--- config.mk ---
export PLATFORM = sky130hd
export DESIGN_NAME = tbt_cell
export DESIGN_NICKNAME = d
export VERILOG_FILES = /design/src/tbt_pkg.sv /design/src/tbt_cell.sv
export SDC_FILE = /design/constraint.sdc
export NUM_CORES = 1
export LEC_CHECK = 0
export ABC_AREA = 1
export BUFFER_PORTS_ARGS = -buffer_cell sky130_fd_sc_hd__buf_4
export CAP_MARGIN = 15
export CORE_AREA = 10 10 127 129
export DETAILED_ROUTE_END_ITERATION = 10
export DIE_AREA = 0 0 137 139
export PLACE_DENSITY = 0.92
export SLEW_MARGIN = 25
export SYNTH_ARGS = -nofsm -noshare
export SYNTH_HDL_FRONTEND = slang
export SYNTH_SLANG_ARGS = --single-unit
export TNS_END_PERCENT = 5
--- constraint.sdc ---
create_clock -name i_clk -period 10.44 [get_ports i_clk]
set_input_delay 1.044 -clock i_clk [delete_from_list [all_inputs] [get_ports i_clk]]
set_output_delay 1.044 -clock i_clk [all_outputs]
set_load 0.01 [all_outputs]
--- src/tbt_pkg.sv ---
// Package for the token bucket table: defaults, field widths, kind and status codes.
package tbt_pkg;

    // Default sizing
    localparam int NUM_BUCKETS_DEF = 64;
    localparam int TOKEN_BITS_DEF  = 16;

    // Fixed port field widths
    localparam int KIND_W   = 3;
    localparam int SLOT_W   = 6;
    localparam int AMOUNT_W = 16;
    localparam int STATUS_W = 2;

    // Item kinds
    typedef enum logic [KIND_W-1:0] {
        K_TICK    = 3'd0,
        K_CREATE  = 3'd1,
        K_FETCH   = 3'd2,
        K_RETURN  = 3'd3,
        K_DESTROY = 3'd4
    } t_kind;

    // Result status codes
    typedef enum logic [STATUS_W-1:0] {
        ST_OK    = 2'd0,
        ST_BAD   = 2'd1,
        ST_FULL  = 2'd2,
        ST_EMPTY = 2'd3
    } t_status;

endpackage

--- src/tbt_cell.sv ---
// One bucket of the table: holds its state and acts on the command word passing by.
module tbt_cell
    import tbt_pkg::*;
#(
    parameter int TB  = TOKEN_BITS_DEF,
    parameter int IDX = 0
) (
    input  logic i_clk,
    input  logic i_rst_n,
    input  logic [3*TB+STATUS_W+2*SLOT_W+KIND_W+1+1+TB-1:0] i_tok,
    output logic [3*TB+STATUS_W+2*SLOT_W+KIND_W+1+1+TB-1:0] o_tok
);

    typedef struct packed {
        logic              vld;
        t_kind             kind;
        logic [SLOT_W-1:0] slot;
        logic [TB-1:0]     amount;
        logic [TB-1:0]     rate;
        logic [TB-1:0]     burst;
        logic              done;
        t_status           status;
        logic [SLOT_W-1:0] slot_out;
        logic [TB-1:0]     granted;
    } t_tok;

    t_tok          w_in;
    t_tok          r_tok, n_tok;
    logic          r_valid, n_valid;
    logic [TB-1:0] r_rate, n_rate;
    logic [TB-1:0] r_cap, n_cap;
    logic [TB-1:0] r_tokens, n_tokens;
    logic          w_hit;
    logic [TB:0]   w_tick_sum;
    logic [TB:0]   w_ret_sum;

    assign w_in  = t_tok'(i_tok);
    assign o_tok = r_tok;

    // slot addresses this cell; an out-of-range slot never matches
    assign w_hit = (32'(w_in.slot) == 32'(IDX)) && r_valid;

    assign w_tick_sum = {1'b0, r_tokens} + {1'b0, r_rate};
    assign w_ret_sum  = {1'b0, r_tokens} + {1'b0, w_in.amount};

    // act on the passing word
    always_comb begin
        n_tok    = w_in;
        n_valid  = r_valid;
        n_rate   = r_rate;
        n_cap    = r_cap;
        n_tokens = r_tokens;
        if (w_in.vld) begin
            case (w_in.kind)
                K_TICK: begin
                    if (r_valid) begin
                        n_tokens = (w_tick_sum >= {1'b0, r_cap}) ? r_cap : w_tick_sum[TB-1:0];
                    end
                end
                K_CREATE: begin
                    if (!w_in.done && !r_valid) begin
                        n_valid        = 1'b1;
                        n_rate         = w_in.rate;
                        n_cap          = w_in.burst;
                        n_tokens       = '0;
                        n_tok.done     = 1'b1;
                        n_tok.status   = ST_OK;
                        n_tok.slot_out = SLOT_W'(IDX);
                    end
                end
                K_FETCH: begin
                    if (w_hit && (w_in.amount != '0)) begin
                        if (r_tokens == '0) begin
                            n_tok.status = ST_EMPTY;
                        end else if (r_tokens < w_in.amount) begin
                            n_tok.status  = ST_OK;
                            n_tok.granted = r_tokens;
                            n_tokens      = '0;
                        end else begin
                            n_tok.status  = ST_OK;
                            n_tok.granted = w_in.amount;
                            n_tokens      = r_tokens - w_in.amount;
                        end
                    end
                end
                K_RETURN: begin
                    if (w_hit && (w_in.amount != '0)) begin
                        n_tok.status = ST_OK;
                        n_tokens = (w_ret_sum >= {1'b0, r_cap}) ? r_cap : w_ret_sum[TB-1:0];
                    end
                end
                K_DESTROY: begin
                    if (w_hit) begin
                        n_tok.status = ST_OK;
                        n_valid      = 1'b0;
                    end
                end
                default: begin
                end
            endcase
        end
    end

    // control state
    always_ff @(posedge i_clk) begin
        if (!i_rst_n) begin
            r_valid   <= 1'b0;
            r_tok.vld <= 1'b0;
        end else begin
            r_valid   <= n_valid;
            r_tok.vld <= n_tok.vld;
        end
    end

    // payload
    always_ff @(posedge i_clk) begin
        r_rate         <= n_rate;
        r_cap          <= n_cap;
        r_tokens       <= n_tokens;
        r_tok.kind     <= n_tok.kind;
        r_tok.slot     <= n_tok.slot;
        r_tok.amount   <= n_tok.amount;
        r_tok.rate     <= n_tok.rate;
        r_tok.burst    <= n_tok.burst;
        r_tok.done     <= n_tok.done;
        r_tok.status   <= n_tok.status;
        r_tok.slot_out <= n_tok.slot_out;
        r_tok.granted  <= n_tok.granted;
    end

endmodule

==> results.txt, run 1 <==
The flow ran to the end, and the final reports show no timing, DRC or antenna violations. The number of nets in the final layout came out at 1345. The first-pass iteration count of the detailed router came out at 6.

The number of distinct library cells after synthesis is 42. The placeable core area came out at 13700 um2. The clock drives between 100 and 150 sinks. Compared with the post-synthesis result, the final layout area differs by 24.4%. Setup repair after global routing left no endpoint under its margin. The layout cell share with drive strength beyond 1 came out at 19.3%.

The DRC marker count from the first detailed-route iteration came out at 771. The period utilization is just over 40%. Cells fill 73.0% of the core in the end.

STA classifies the critical path endpoint as a register. The maximum VDD drop is 0.157 mV. The clock skew after layout is around 9.5 ps. Gates resized during post-CTS repair numbered 0. The number of levels in the clock H-tree is 4. The final layout contains routed wiring with a total length of 23.7 mm.

The top-level I/O count came out at 168. The number of vias after detailed routing came out at 7615. After detailed routing, the number of remaining DRC violations is 0. The initial antenna violation count was 0. At the worst endpoint, the arrival time is 4460 ps.

The sequential share of the synthesized area is ~39%. The maximum clock frequency came out at ~0.23 GHz. The starting density of the core came out at approximately three fifths. The largest driver fanout on the critical path came out at 17. The kind of launch point of the worst setup path is a register. The overall global routing resource usage came out at between 20 and 25%. The gate count of the mapped netlist is between 1000 and 1500. The first-pass GRT wire length is 37.2 mm. The synthesized netlist devotes 13.2% of its cell area to adder and majority cells. The remaining max-slew budget at the tightest pin is about 48%.

The worst hold path belongs to the class register to register. The maximum number of pins on one net before global-route repair came out at 46. The multiplexer share of the synthesized area came out at 0%. The detailed-placement wirelength estimate came out at 18.5 mm.

In the synthesized netlist the async set-or-reset flop fraction comes to 0%. The filler cells instantiated in the layout total approximately 1100. By startpoint and endpoint, the worst setup path is classified as register to register.

For this design the ratio of total power to cell area is between 150 and 200 nW/um2. The reported max-cap violation count is 0. Setup violations remaining at the end of the flow were counted as 0.

After synthesis, the most frequently instantiated cells are nand2_1 (194), inv_1 (158), nand3_1 (132), dfxtp_1 (84), ha_1 (80). In the synthesized netlist the dominant register cell turns out to be dfxtp_1. The main combinational cell family by area after synthesis is simple AND/OR/NAND/NOR gates.

The clock insertion delay at the later pin of the skew report is 430 ps. The vertical die dimension is 139 um. The synthesized design devotes to its leading area cell type 21.0% of total area. The congestion estimate from routability-driven global placement came to between 0.9 and 1. Global routing finished with a remaining overflow of 0. The number of standard-cell rows in the floorplan came out at 43. The number of antenna diodes is 0. The final routed wire length divided by cell count is 17.3 um. The actual slew at the worst max-slew pin came out at 785 ps. TritonCTS built the clock tree. Among all cell types in the netlist, the one instantiated most often is nand2_1. Dividing the detail-routed via count by the number of cells gives around 5.6. The final-report max-slew violation count is 0. Summing every instance area after synthesis gives about 8000 um2. The final sum of negative setup slack is 0 ps. The count of endpoints failing hold in the final timing report came out at 0. The longest clock path from root to sink contains 2 buffers. The number of buffers added to fix hold violations after cts came out at 0. Ranked by total cell area, the synthesized netlist is headed by dfxtp_1 (21%), edfxtp_1 (18%), ha_1 (12%). The count of nets left with antenna violations once routing finished came out at 0. The number of flops mapped to enable cells by yosys came out at 48. The synthesized-area fraction occupied by and/or/nand/nor cells came out at 24.2%. Of all cell types, the one taking the most synthesized area is dfxtp_1.

The yosys synthesis warning count is 0. The root buffer cell chosen for the clock tree is clkbuf_16. The total nets after synthesis came out at 1182. The clock slew seen by the registers of the worst setup and hold paths came out at 60 ps. The xor/xnor cell area share of the yosys netlist came out at 2.08%.

The number of global-route vias before repair is 7587. The die covers approximately 19000 um2. TritonCTS created 17 clock buffers.

At the worst endpoint, the required time is approximately 11000 ps. Summing the areas of all compound-gate instances in the mapped netlist gives a little under an eighth of the synthesized area. The post-CTS setup buffer count came out at 0.

A synthesized cell averages between 7 and 8 um2. The final critical-path required period is 4300 ps. The number of synthesized register bits came out at 132. In this run the horizontal extent of the chip is roughly 140 um. The total of buffers placed on input and output ports came out at 167. The analysis attributes to cell leakage a power of between 5 and 6 nW.
-- worst paths after layout --
check / slack (ps) / end / depth (start not counted) / start
worst min register to register: 510 / r_valid$_SDFFE_PN0P_ / 2 / r_valid$_SDFFE_PN0P_
worst max register to register: 6140 / r_tokens[15]$_DFFE_PP_ / 21 / r_tokens[1]$_DFFE_PP_
worst max-delay path: 6140 / r_tokens[15]$_DFFE_PP_ / 21 / r_tokens[1]$_DFFE_PP_
worst min-delay path: 510 / r_valid$_SDFFE_PN0P_ / 2 / r_valid$_SDFFE_PN0P_
-- power by group --
group          switching (mW)  internal [mW]  leakage [nW]  total, mW
clock                   0.232          0.387         0.290      0.618
sequential             0.0123          0.558          1.15      0.570
combinational           0.191          0.119          3.57      0.310
-- cell usage in the layout (no fill, tap or decap), types with 3 or more instances in the layout --
| master | count |
|---|---|
| edfxtp_1 | 48 |
| o21bai_1 | 7 |
| bufinv_16 | 3 |
| a21oi_1 | 57 |
| nand4_1 | 16 |
| nand2_1 | 194 |
| inv_1 | 158 |
| nand3_1 | 132 |
| dfxtp_1 | 84 |
| a21o_1 | 7 |
| o21ai_0 | 39 |
| ha_1 | 80 |
| inv_2 | 6 |
| or2_2 | 3 |
| o211ai_1 | 17 |
| xor2_1 | 17 |
| fa_1 | 3 |
| buf_4 | 170 |
| o211ai_2 | 5 |
| clkinvlp_4 | 3 |
| nor3_1 | 10 |
| nor2_1 | 63 |
| nand3b_1 | 3 |
| o21ai_1 | 3 |
| nor4_1 | 7 |
| clkbuf_16 | 17 |
| nand2_2 | 4 |
-- cell families after synthesis --
kind of cell / count (synthesis)
AOI/OAI and AO/OA: 150
DFF: 132
adders and majority gates: 83
and+or+nand+nor: 439
xor gates and xnor gates: 19
buffers and inverters: 191
-- worst max-delay path, cell delays in order (launching register included) --
cell and delay, ps:
edfxtp_1 560, inv_1 180, fa_1 460, inv_1 100, nand3_1 70, nand2_1 130, nand4_1 120, nand3_1 150
xor2_1 220, inv_1 70, ha_1 290, nand2_1 80, nor4_1 320, nand2_1 90, nand2_1 90, nand2_1 50
nand2_1 50, nand2_1 320, nand2_2 390, nand2_1 100, nand3_1 80, nand3_1 100
-- metal layers --
metal,part of all wire [%],GRT usage [%],up-vias
met3,11,6.49,58
met4,3.4,10.5,0
met5,0,0,-
met2,48,41.6,406
li1,-,-,3700
met1,37,27.7,3451
-- area by class of cell --
cell class | count | area (um2) | area share, %
multi-input combinational | 691 | 4100 | 41.1
sequential | 132 | 3120 | 31.3
timing repair buffer | 171 | 1300 | 13.0
inverter | 164 | 616 | 6.17
clock buffer | 19 | 453 | 4.54
tap | 180 | 225 | 2.26
clock inverter | 13 | 156 | 1.57
-- registers in the layout (all words and copies together) (netlist names) --
register	count
r_tokens	16
r_valid	1
o_tok	83
r_rate	16
r_cap	16
-- per-stage QoR --
stage	cell area (um2)	std cells	hold slack (ps)	total power, mW	setup WS (ps)
finish	9970	1370	507	1.50	6140
global route	9970	1370	527	1.55	5670
CTS	9950	1369	505	1.50	6220
detailed placement	9340	1337	498	0.882	5860
global placement	9340	1337	495	0.875	5890
floorplan	8020	1014	461	0.778	6390
Power figures use the tool's default switching activity.
==> inputs of run 2 (changes only) <==
--- a/config.mk
+++ b/config.mk
@@ -8,10 +8,10 @@
 export ABC_AREA = 1
 export BUFFER_PORTS_ARGS = -buffer_cell sky130_fd_sc_hd__buf_4
 export CAP_MARGIN = 15
-export CORE_AREA = 10 10 127 129
+export CORE_AREA = 10 10 131 133
 export DETAILED_ROUTE_END_ITERATION = 10
-export DIE_AREA = 0 0 137 139
-export PLACE_DENSITY = 0.92
+export DIE_AREA = 0 0 141 143
+export PLACE_DENSITY = 0.87
 export SLEW_MARGIN = 25
 export SYNTH_ARGS = -nofsm -noshare
 export SYNTH_HDL_FRONTEND = slang
==> constraint.sdc (replaced) <==
create_clock -name i_clk -period 4.3 [get_ports i_clk]
set_input_delay 0.43 -clock i_clk [delete_from_list [all_inputs] [get_ports i_clk]]
set_output_delay 0.43 -clock i_clk [all_outputs]
set_load 0.01 [all_outputs]
==> results.txt, run 2 (synthesis gave the netlist of run 1 again) <==
Status: complete, no violations (unchanged). The starting density of the core is 55.6% (was 58.7%). The number of standard cells in the final layout excluding fillers came out at 1387 (was 1370).

The first-pass GRT wire length was 38.9 mm (was 37.2 mm). The number of buffers added to fix hold violations after cts came out at 0 (unchanged). The overall global routing resource usage is 23.9% (was 24.4%). The vertical die dimension came out at 143 um (was 139 um). The critical path's slowest cell is edfxtp_1 (unchanged). The clock share of power is 39.7% (was 41.3%). The maximum root-to-sink buffer count came to 2 (unchanged). The clock slew seen by the registers of the worst setup and hold paths was 60 ps (about the same). The amount of wire on met2 after detailed routing came out at 12.1 mm (was 11.5 mm).

The count of filler cells inserted in the layout is 1217 (was 1073). The final routed wire length divided by cell count is 17.7 um (was 17.3 um). The kind of launch point of the worst setup path is a register (unchanged). The cell total after placement is 1350 (was 1337). The period utilization is 92.8% (was 41.2%). The detailed-route DRC error count came out at 0 (unchanged). The type of destination of the critical path was a register (unchanged). The top-level I/O count is 168 (unchanged). The share of power burned in registers came out at 38.6% (was 38.0%). The internal power component is 2.52 mW (was 1.06 mW). The number of levels in the clock H-tree is 4 (unchanged).

Cells along the critical path: ha_1, a21oi_1, nand2_1, nand2_1, nand2_1, nand3_1, nand2_1, or2_2, nand2_1, inv_1, ha_1, nand2_1, nor2_1, nand3_1, o211a_1, nand2_1, inv_2, nand2_8, nand2_1, nand3_1, nand3_1 (was inv_1, fa_1, inv_1, nand3_1, nand2_1, nand4_1, nand3_1, xor2_1, inv_1, ha_1, nand2_1, nor4_1, nand2_1, nand2_1, nand2_1, nand2_1, nand2_1, nand2_2, nand2_1, nand3_1, nand3_1). The via density per instance came out at 5.48 (was 5.56). The family with the most delay on the worst path is simple AND/OR/NAND/NOR gates (unchanged). The overall power after layout is 3.58 mW (was 1.50 mW). The placeable core area came out at 14400 um2 (was 13700 um2). The root buffer cell is clkbuf_16 (unchanged). The number of nets in the final layout came out at 1358 (was 1345). The maximum VDD drop is 0.250 mV (was 0.157 mV). The die width is 141 um (was 137 um). The final critical-path required period came out at 3990 ps (was 4300 ps). The actual slew at the worst max-slew pin was 777 ps (was 785 ps).

The highest layer used for signal routing was met4 (unchanged). The smallest hold slack came out at 112 ps (was 507 ps). The final-report max-slew violation count came out at 0 (unchanged). Unrepaired setup endpoints after global routing: no (unchanged). Commonest cells after routing, fill and taps aside: nand2_1 (193), buf_4 (183), inv_1 (158) (was nand2_1 (194), buf_4 (170), inv_1 (158)). The final weighted congestion of routability-driven global placement came out at 0.963 (was 0.974).

The clock net sink count is 132 (unchanged). The final sum of negative setup slack is 0 ps (unchanged). The TritonCTS clock tree is done (unchanged).

The multi-input gate area in the final layout is 4120 um2 (was 4100 um2). The startpoint of the worst hold path is i_tok[32] (was r_valid$_SDFFE_PN0P_). The total net switching power came out at 1.07 mW (was 0.435 mW).

The layout cell share with drive strength beyond 1 is 20.3% (was 19.3%). The class of the most critical hold timing path is input port to register (was register to register). The category of the critical setup timing path was register to register (unchanged). The startpoint of the most critical register-to-register path is r_tokens[3]$_DFFE_PP_ (was r_tokens[1]$_DFFE_PP_). The worst setup slack before clock tree synthesis came out at 293 ps (was 5860 ps). The data required time at the worst endpoint came to 4470 ps (was 10600 ps).

The largest incremental delay on the critical path came out at 530 ps (was 560 ps). The detailed-routing wirelength on met1 is 9.65 mm (was 8.77 mm). The total routed wirelength came out at 24.6 mm (was 23.7 mm).

The clock skew after layout came out at 7.77 ps (was 9.53 ps). The switching fraction of total power was 29.7% (was 29.0%). The number of setup violations in the final report came out at 0 (unchanged).

The number of antenna diodes came to 0 (unchanged). The wire length on met3 came out at 2.10 mm (was 2.65 mm). The first element of the critical path is r_tokens[3]$_DFFE_PP_ (was r_tokens[1]$_DFFE_PP_). The flip-flop count of the largest register, all copies and words added came out at 83 (unchanged). The count of endpoints failing hold in the final timing report came out at 0 (unchanged). The sequential cell area in the final layout is 3120 um2 (unchanged). The sum of overflow across all layers after global routing is 0 (unchanged).

The maximum number of pins on one net before global-route repair was 39 (was 46). The number of vias after detailed routing is 7601 (was 7615). The DRC marker count from the first detailed-route iteration is 712 (was 771). The power density over the cells came out at 356 nW/um2 (was 150 nW/um2). The number of CTS-inserted buffers was 17 (unchanged). The most frequent standard cell in the layout excluding fill and tap cells was nand2_1 (unchanged).

The combinational share of power was 21.7% (was 20.7%). The number of standard-cell rows in the floorplan came to 44 (was 43). The number of global-route vias before repair is 7720 (was 7587). The detailed-placement wirelength estimate came out at 19.7 mm (was 18.5 mm). The largest driver fanout on the critical path is 17 (unchanged). The maximum clock frequency is 0.251 GHz (was 0.233 GHz). The first-pass iteration count of the detailed router is 5 (was 6). The remaining max-slew budget at the tightest pin came out at 48.1% (was 47.6%). The most used cell along the critical path is nand2_1 (unchanged). The initial antenna violation count is 0 (unchanged).

The clock insertion delay at the later pin of the skew report was 430 ps (about the same). The worst path buffer plus inverter count is 2 (was 3). The overall die area is 20200 um2 (was 19000 um2). The reported max-cap violation count is 0 (unchanged). The number of nets still failing antenna checks after routing is 0 (unchanged). The leakage power is 5.06 nW (was 5.01 nW). The total of buffers placed on input and output ports is 167 (unchanged). The worst setup margin was 309 ps (was 6140 ps). The data arrival time of the critical path was 4170 ps (was 4460 ps). The area added between synthesis and finish is 25.6% (was 24.4%).
-- run 2: cell count changes in the layout (fill, tap and decap cells not counted), sizes merged --
cell / delta
clkbuf: +2
clkinvlp: +1
clkinv: -1
bufinv: -2
buf: +13
-- run 2: layout make-up --
class | instances | area share [%]
multi-input combinational | 691 | 40.9
tap | 184 | 2.29
inverter | 164 | 6.11
clock buffer | 21 | 4.78
clock inverter | 11 | 0.994
sequential | 132 | 31.0
timing repair buffer | 184 | 13.9
-- run 2: power groups by stage --
stage / Sequential (mW) / Combinational (mW) / Clock, mW
5_1_grt: 1.39 / 0.866 / 1.48
3_3_place_gp: 1.41 / 0.741 / 0
6_report: 1.38 / 0.778 / 1.42
2_1_floorplan: 1.42 / 0.467 / 0
4_1_cts: 1.38 / 0.764 / 1.43
3_5_place_dp: 1.41 / 0.758 / 0
-- run 2: timing repair --
action,4_1_cts,5_1_grt
buffers inserted,0,4
resized for setup,0,3
endpoints found under the setup margin,0,16
-- run 2: per-stage QoR --
step	util, %	area, um2
finish	69.8	10100
CTS	69.3	10000
floorplan	-	8020
global route	69.8	10100
global placement	65.3	9420
detailed placement	65.3	9420
-- run 2: metal layers --
metal / up-vias / global-route usage [%]
met5: - / 0
met4: 0 / 9.67
met3: 54 / 6.80
met2: 323 / 41.5
met1: 3486 / 27.3
li1: 3738 / -
-- run 2: final timing paths --
kind | depth (start not counted) | slack [ps] | to
worst max register to register | 21 | 310 | r_tokens[9]$_DFFE_PP_
worst max-delay path | 21 | 310 | r_tokens[9]$_DFFE_PP_
worst min register to register | 2 | 520 | r_valid$_SDFFE_PN0P_
worst min-delay path | 1 | 110 | o_tok[32]$_DFF_P_
==> inputs of run 3 (changes only) <==
==> config.mk (replaced) <==
export PLATFORM = sky130hd
export DESIGN_NAME = tbt_cell
export DESIGN_NICKNAME = d
export VERILOG_FILES = /design/src/tbt_pkg.sv /design/src/tbt_cell.sv
export SDC_FILE = /design/constraint.sdc
export NUM_CORES = 1
export LEC_CHECK = 0
export ABC_AREA = 0
export BUFFER_PORTS_ARGS = -buffer_cell sky130_fd_sc_hd__buf_4
export CAP_MARGIN = 15
export CORE_AREA = 10 10 128 130
export DETAILED_ROUTE_END_ITERATION = 10
export DIE_AREA = 0 0 138 140
export PLACE_DENSITY = 0.86
export SYNTH_ARGS = -nofsm -noshare
export SYNTH_HDL_FRONTEND = slang
export SYNTH_SLANG_ARGS = --single-unit
export TNS_END_PERCENT = 5
==> results.txt, run 3 <==
Status: complete, no violations (unchanged). The period utilization is 99.6% (was 92.8%). The actual slew at the worst max-slew pin is 1030 ps (was 777 ps). The placeable core area is 13800 um2 (was 14400 um2). Unrepaired setup endpoints after global routing: yes (was no). The number of levels in the clock H-tree was 4 (unchanged). The kind of launch point of the worst setup path is a register (unchanged).

The leakage power is 4.64 nW (was 5.06 nW). The power density over the cells is 357 nW/um2 (was 356 nW/um2). The number of setup violations in the final report came out at 0 (unchanged).

The internal power component is 2.58 mW (was 2.52 mW). The die width came out at 138 um (was 141 um). The clock net sink count is 132 (unchanged). The total of buffers placed on input and output ports is 167 (unchanged). The category of the critical setup timing path is register to register (unchanged).

Commonest cells after routing, fill and taps aside: buf_4 (224), dfxtp_1 (84), ha_1 (76) (was nand2_1 (193), buf_4 (183), inv_1 (158)). The sum of overflow across all layers after global routing was 0 (unchanged). The worst setup slack before clock tree synthesis is -278 ps (was 293 ps). The layout cell share with drive strength beyond 1 came out at 32.2% (was 20.3%). The yosys synthesis warning count is 0 (unchanged).

The DRC marker count from the first detailed-route iteration came to 505 (was 712). The number of nets still failing antenna checks after routing came to 0 (unchanged). The smallest hold slack came to 113 ps (was 112 ps). The maximum number of pins on one net before global-route repair is 40 (was 39).

The sequential cell area in the final layout came to 3120 um2 (unchanged). The via density per instance came out at 5.64 (was 5.48). The most frequent standard cell in the layout excluding fill and tap cells is buf_4 (was nand2_1). The final critical-path required period came to 4280 ps (was 3990 ps). The mean post-synth cell area is 10.1 um2 (was 7.91 um2). The number of flops mapped to enable cells by yosys is 48 (unchanged). The share of power burned in registers came to 38.3% (was 38.6%). The initial antenna violation count came out at 0 (unchanged). The sequential share of the synthesized area came out at 42.1% (was 39.0%). The wire length on met3 is 1.74 mm (was 2.10 mm). The number of synthesized register bits came out at 132 (unchanged). The total net switching power was 1.02 mW (was 1.07 mW). The overall power after layout is 3.60 mW (was 3.58 mW). The overall global routing resource usage came out at 21.1% (was 23.9%).

The count of filler cells inserted in the layout was 1007 (was 1217). The vertical die dimension is 140 um (was 143 um). The final standard cell utilization of the core is 73.1% (was 69.8%). The most frequently used flop master after synthesis is dfxtp_1 (unchanged). The maximum root-to-sink buffer count came out at 2 (unchanged). The top-level I/O count is 168 (unchanged).

The flip-flop count of the largest register, all copies and words added came out at 83 (unchanged). The worst setup margin came to 17.2 ps (was 309 ps). The detailed-route DRC error count came out at 0 (unchanged).

The largest driver fanout on the critical path came out at 4 (was 17). The amount of wire on met2 after detailed routing is 9.86 mm (was 12.1 mm). The number of CTS-inserted buffers came out at 17 (unchanged). The count of endpoints failing hold in the final timing report is 0 (unchanged).

The final weighted congestion of routability-driven global placement is 0.889 (was 0.963). The number of antenna diodes came out at 0 (unchanged). The remaining max-slew budget at the tightest pin came out at 31.3% (was 48.1%). Dominant cells by area after synthesis: dfxtp_1 (23%), edfxtp_1 (19%), ha_1 (13%) (was dfxtp_1 (21%), edfxtp_1 (18%), ha_1 (12%)). The gate count of the mapped netlist came out at 732 (was 1014). The first-pass GRT wire length came to 33.7 mm (was 38.9 mm). The maximum VDD drop came to 0.469 mV (was 0.250 mV). The switching fraction of total power is 28.3% (was 29.7%). The reported max-cap violation count came out at 0 (unchanged). The TritonCTS clock tree is done (unchanged).

The detailed-placement wirelength estimate is 16.2 mm (was 19.7 mm). The clock insertion delay at the later pin of the skew report came out at 430 ps (about the same). The type of destination of the critical path is a register (unchanged).

The number of nets in the final layout is 1127 (was 1358). The root buffer cell is clkbuf_16 (unchanged). The maximum clock frequency is 0.233 GHz (was 0.251 GHz). The data arrival time of the critical path was 4430 ps (was 4170 ps).

The number of distinct library cells after synthesis came out at 76 (was 42). The number of standard-cell rows in the floorplan came out at 43 (was 44). The netlist area before placement is 7420 um2 (was 8020 um2). The number of vias after detailed routing is 6497 (was 7601). The area fraction of the dominant cell type after synthesis was 22.7% (was 21.0%).

The dominant cell type by area after synthesis is dfxtp_1 (unchanged). The number of buffers added to fix hold violations after cts came out at 0 (unchanged). The total routed wirelength is 21.3 mm (was 24.6 mm). The area added between synthesis and finish came to 35.7% (was 25.6%). The highest layer used for signal routing is met4 (unchanged). The class of the most critical hold timing path is input port to register (unchanged).

The final-report max-slew violation count came out at 0 (unchanged). The total nets after synthesis is 900 (was 1182). The detailed-routing wirelength on met1 is 9.34 mm (was 9.65 mm). The clock slew seen by the registers of the worst setup and hold paths came out at 70 ps (was 60 ps). The first-pass iteration count of the detailed router came to 7 (was 5). The overall die area is 19300 um2 (was 20200 um2). The combinational share of power is 21.8% (was 21.7%).

Most frequent cells after synthesis: dfxtp_1 (84), ha_1 (80), inv_1 (58), edfxtp_1 (48), nor2_1 (43) (was nand2_1 (194), inv_1 (158), nand3_1 (132), dfxtp_1 (84), ha_1 (80)). The starting density of the core came out at 53.9% (was 55.6%). The data required time at the worst endpoint is 4450 ps (was 4470 ps). The clock share of power is 39.9% (was 39.7%). The final routed wire length divided by cell count came out at 18.5 um (was 17.7 um). The clock skew after layout came out at 11.9 ps (was 7.77 ps). The multi-input gate area in the final layout came out at 4180 um2 (was 4120 um2). The most common cell in the synthesized netlist is dfxtp_1 (was nand2_1). The number of global-route vias before repair came to 6664 (was 7720). The async set-reset flop share out of synthesis came to 0% (unchanged).
[run 3: cell families after synthesis]
group | synth area share (%)
and+or+nand+nor | 12.0
xor gates and xnor gates | 4.13
DFF | 42.1
AOI/OAI and AO/OA | 17.1
adders and majority gates | 14.3
buffers and inverters | 4.87
muxes | 5.53
[run 3: path summary, 6_finish.rpt]
kind	startpoint	endpoint	slack, ps	cells after the start
min reg2reg	r_cap[13]$_DFFE_PP_	r_tokens[13]$_DFFE_PP_	620	1
max reg2reg	r_tokens[0]$_DFFE_PP_	r_tokens[12]$_DFFE_PP_	20	18
max	r_tokens[0]$_DFFE_PP_	r_tokens[12]$_DFFE_PP_	20	18
min	i_tok[27]	o_tok[27]$_DFF_P_	110	1
[run 3: power groups by stage]
| stage | Combinational, mW | Sequential [mW] | Clock (mW) |
|---|---|---|---|
| 6_report | 0.784 | 1.38 | 1.44 |
| 5_1_grt | 0.852 | 1.38 | 1.50 |
| 2_1_floorplan | 0.414 | 1.42 | 0 |
| 4_1_cts | 0.739 | 1.38 | 1.45 |
| 3_3_place_gp | 0.702 | 1.40 | 0 |
| 3_5_place_dp | 0.714 | 1.40 | 0 |
[run 3: cell type report]
class                           instances  area share [%]
Tap cell                              180            2.24
Sequential cell                       132            31.0
Timing Repair Buffer                  226            17.0
Multi-Input combinational cell        519            41.5
Clock buffer                           18            4.47
Clock inverter                         14            1.42
Inverter                               63            2.35
[run 3: metrics by stage]
| stage | TNS (ps) | cells | cell area (um2) |
|---|---|---|---|
| 2_1_floorplan | 0 | 732 | 7420 |
| 3_3_place_gp | -602 | 1103 | 9130 |
| 3_5_place_dp | -3030 | 1103 | 9130 |
| 4_1_cts | 0 | 1145 | 9840 |
| 5_1_grt | -444 | 1152 | 10100 |
| 6_report | 0 | 1152 | 10100 |
[run 3: repair_timing]
| item | in CTS | in global routing |
|---|---|---|
| pin swaps | 6 | 25 |
| gates cloned | 1 | 0 |
| setup buffers | 9 | 7 |
| gates resized for setup | 10 | 32 |
| endpoints found under the setup margin | 16 | 16 |
[run 3: worst max-delay path, stage by stage (launching register included)]
cell and delay, ps:
edfxtp_1 390, ha_2 200, inv_1 60, fa_2 350, nor2b_2 130, o31a_1 160, o22a_1 200, a21oi_2 100
a21oi_2 200, mux2_4 320, or2_1 240, ha_1 300, nand3_1 90, o311a_1 330, o311a_4 160, buf_4 150
and2_4 140, a222oi_1 340, o21ai_1 130
[run 3: layer usage]
| layer | track usage (%) | vias up |
|---|---|---|
| met5 | 0 | - |
| met4 | 6.44 | 0 |
| met3 | 6.36 | 35 |
| met2 | 34.1 | 278 |
| met1 | 26.4 | 3045 |
| li1 | - | 3139 |
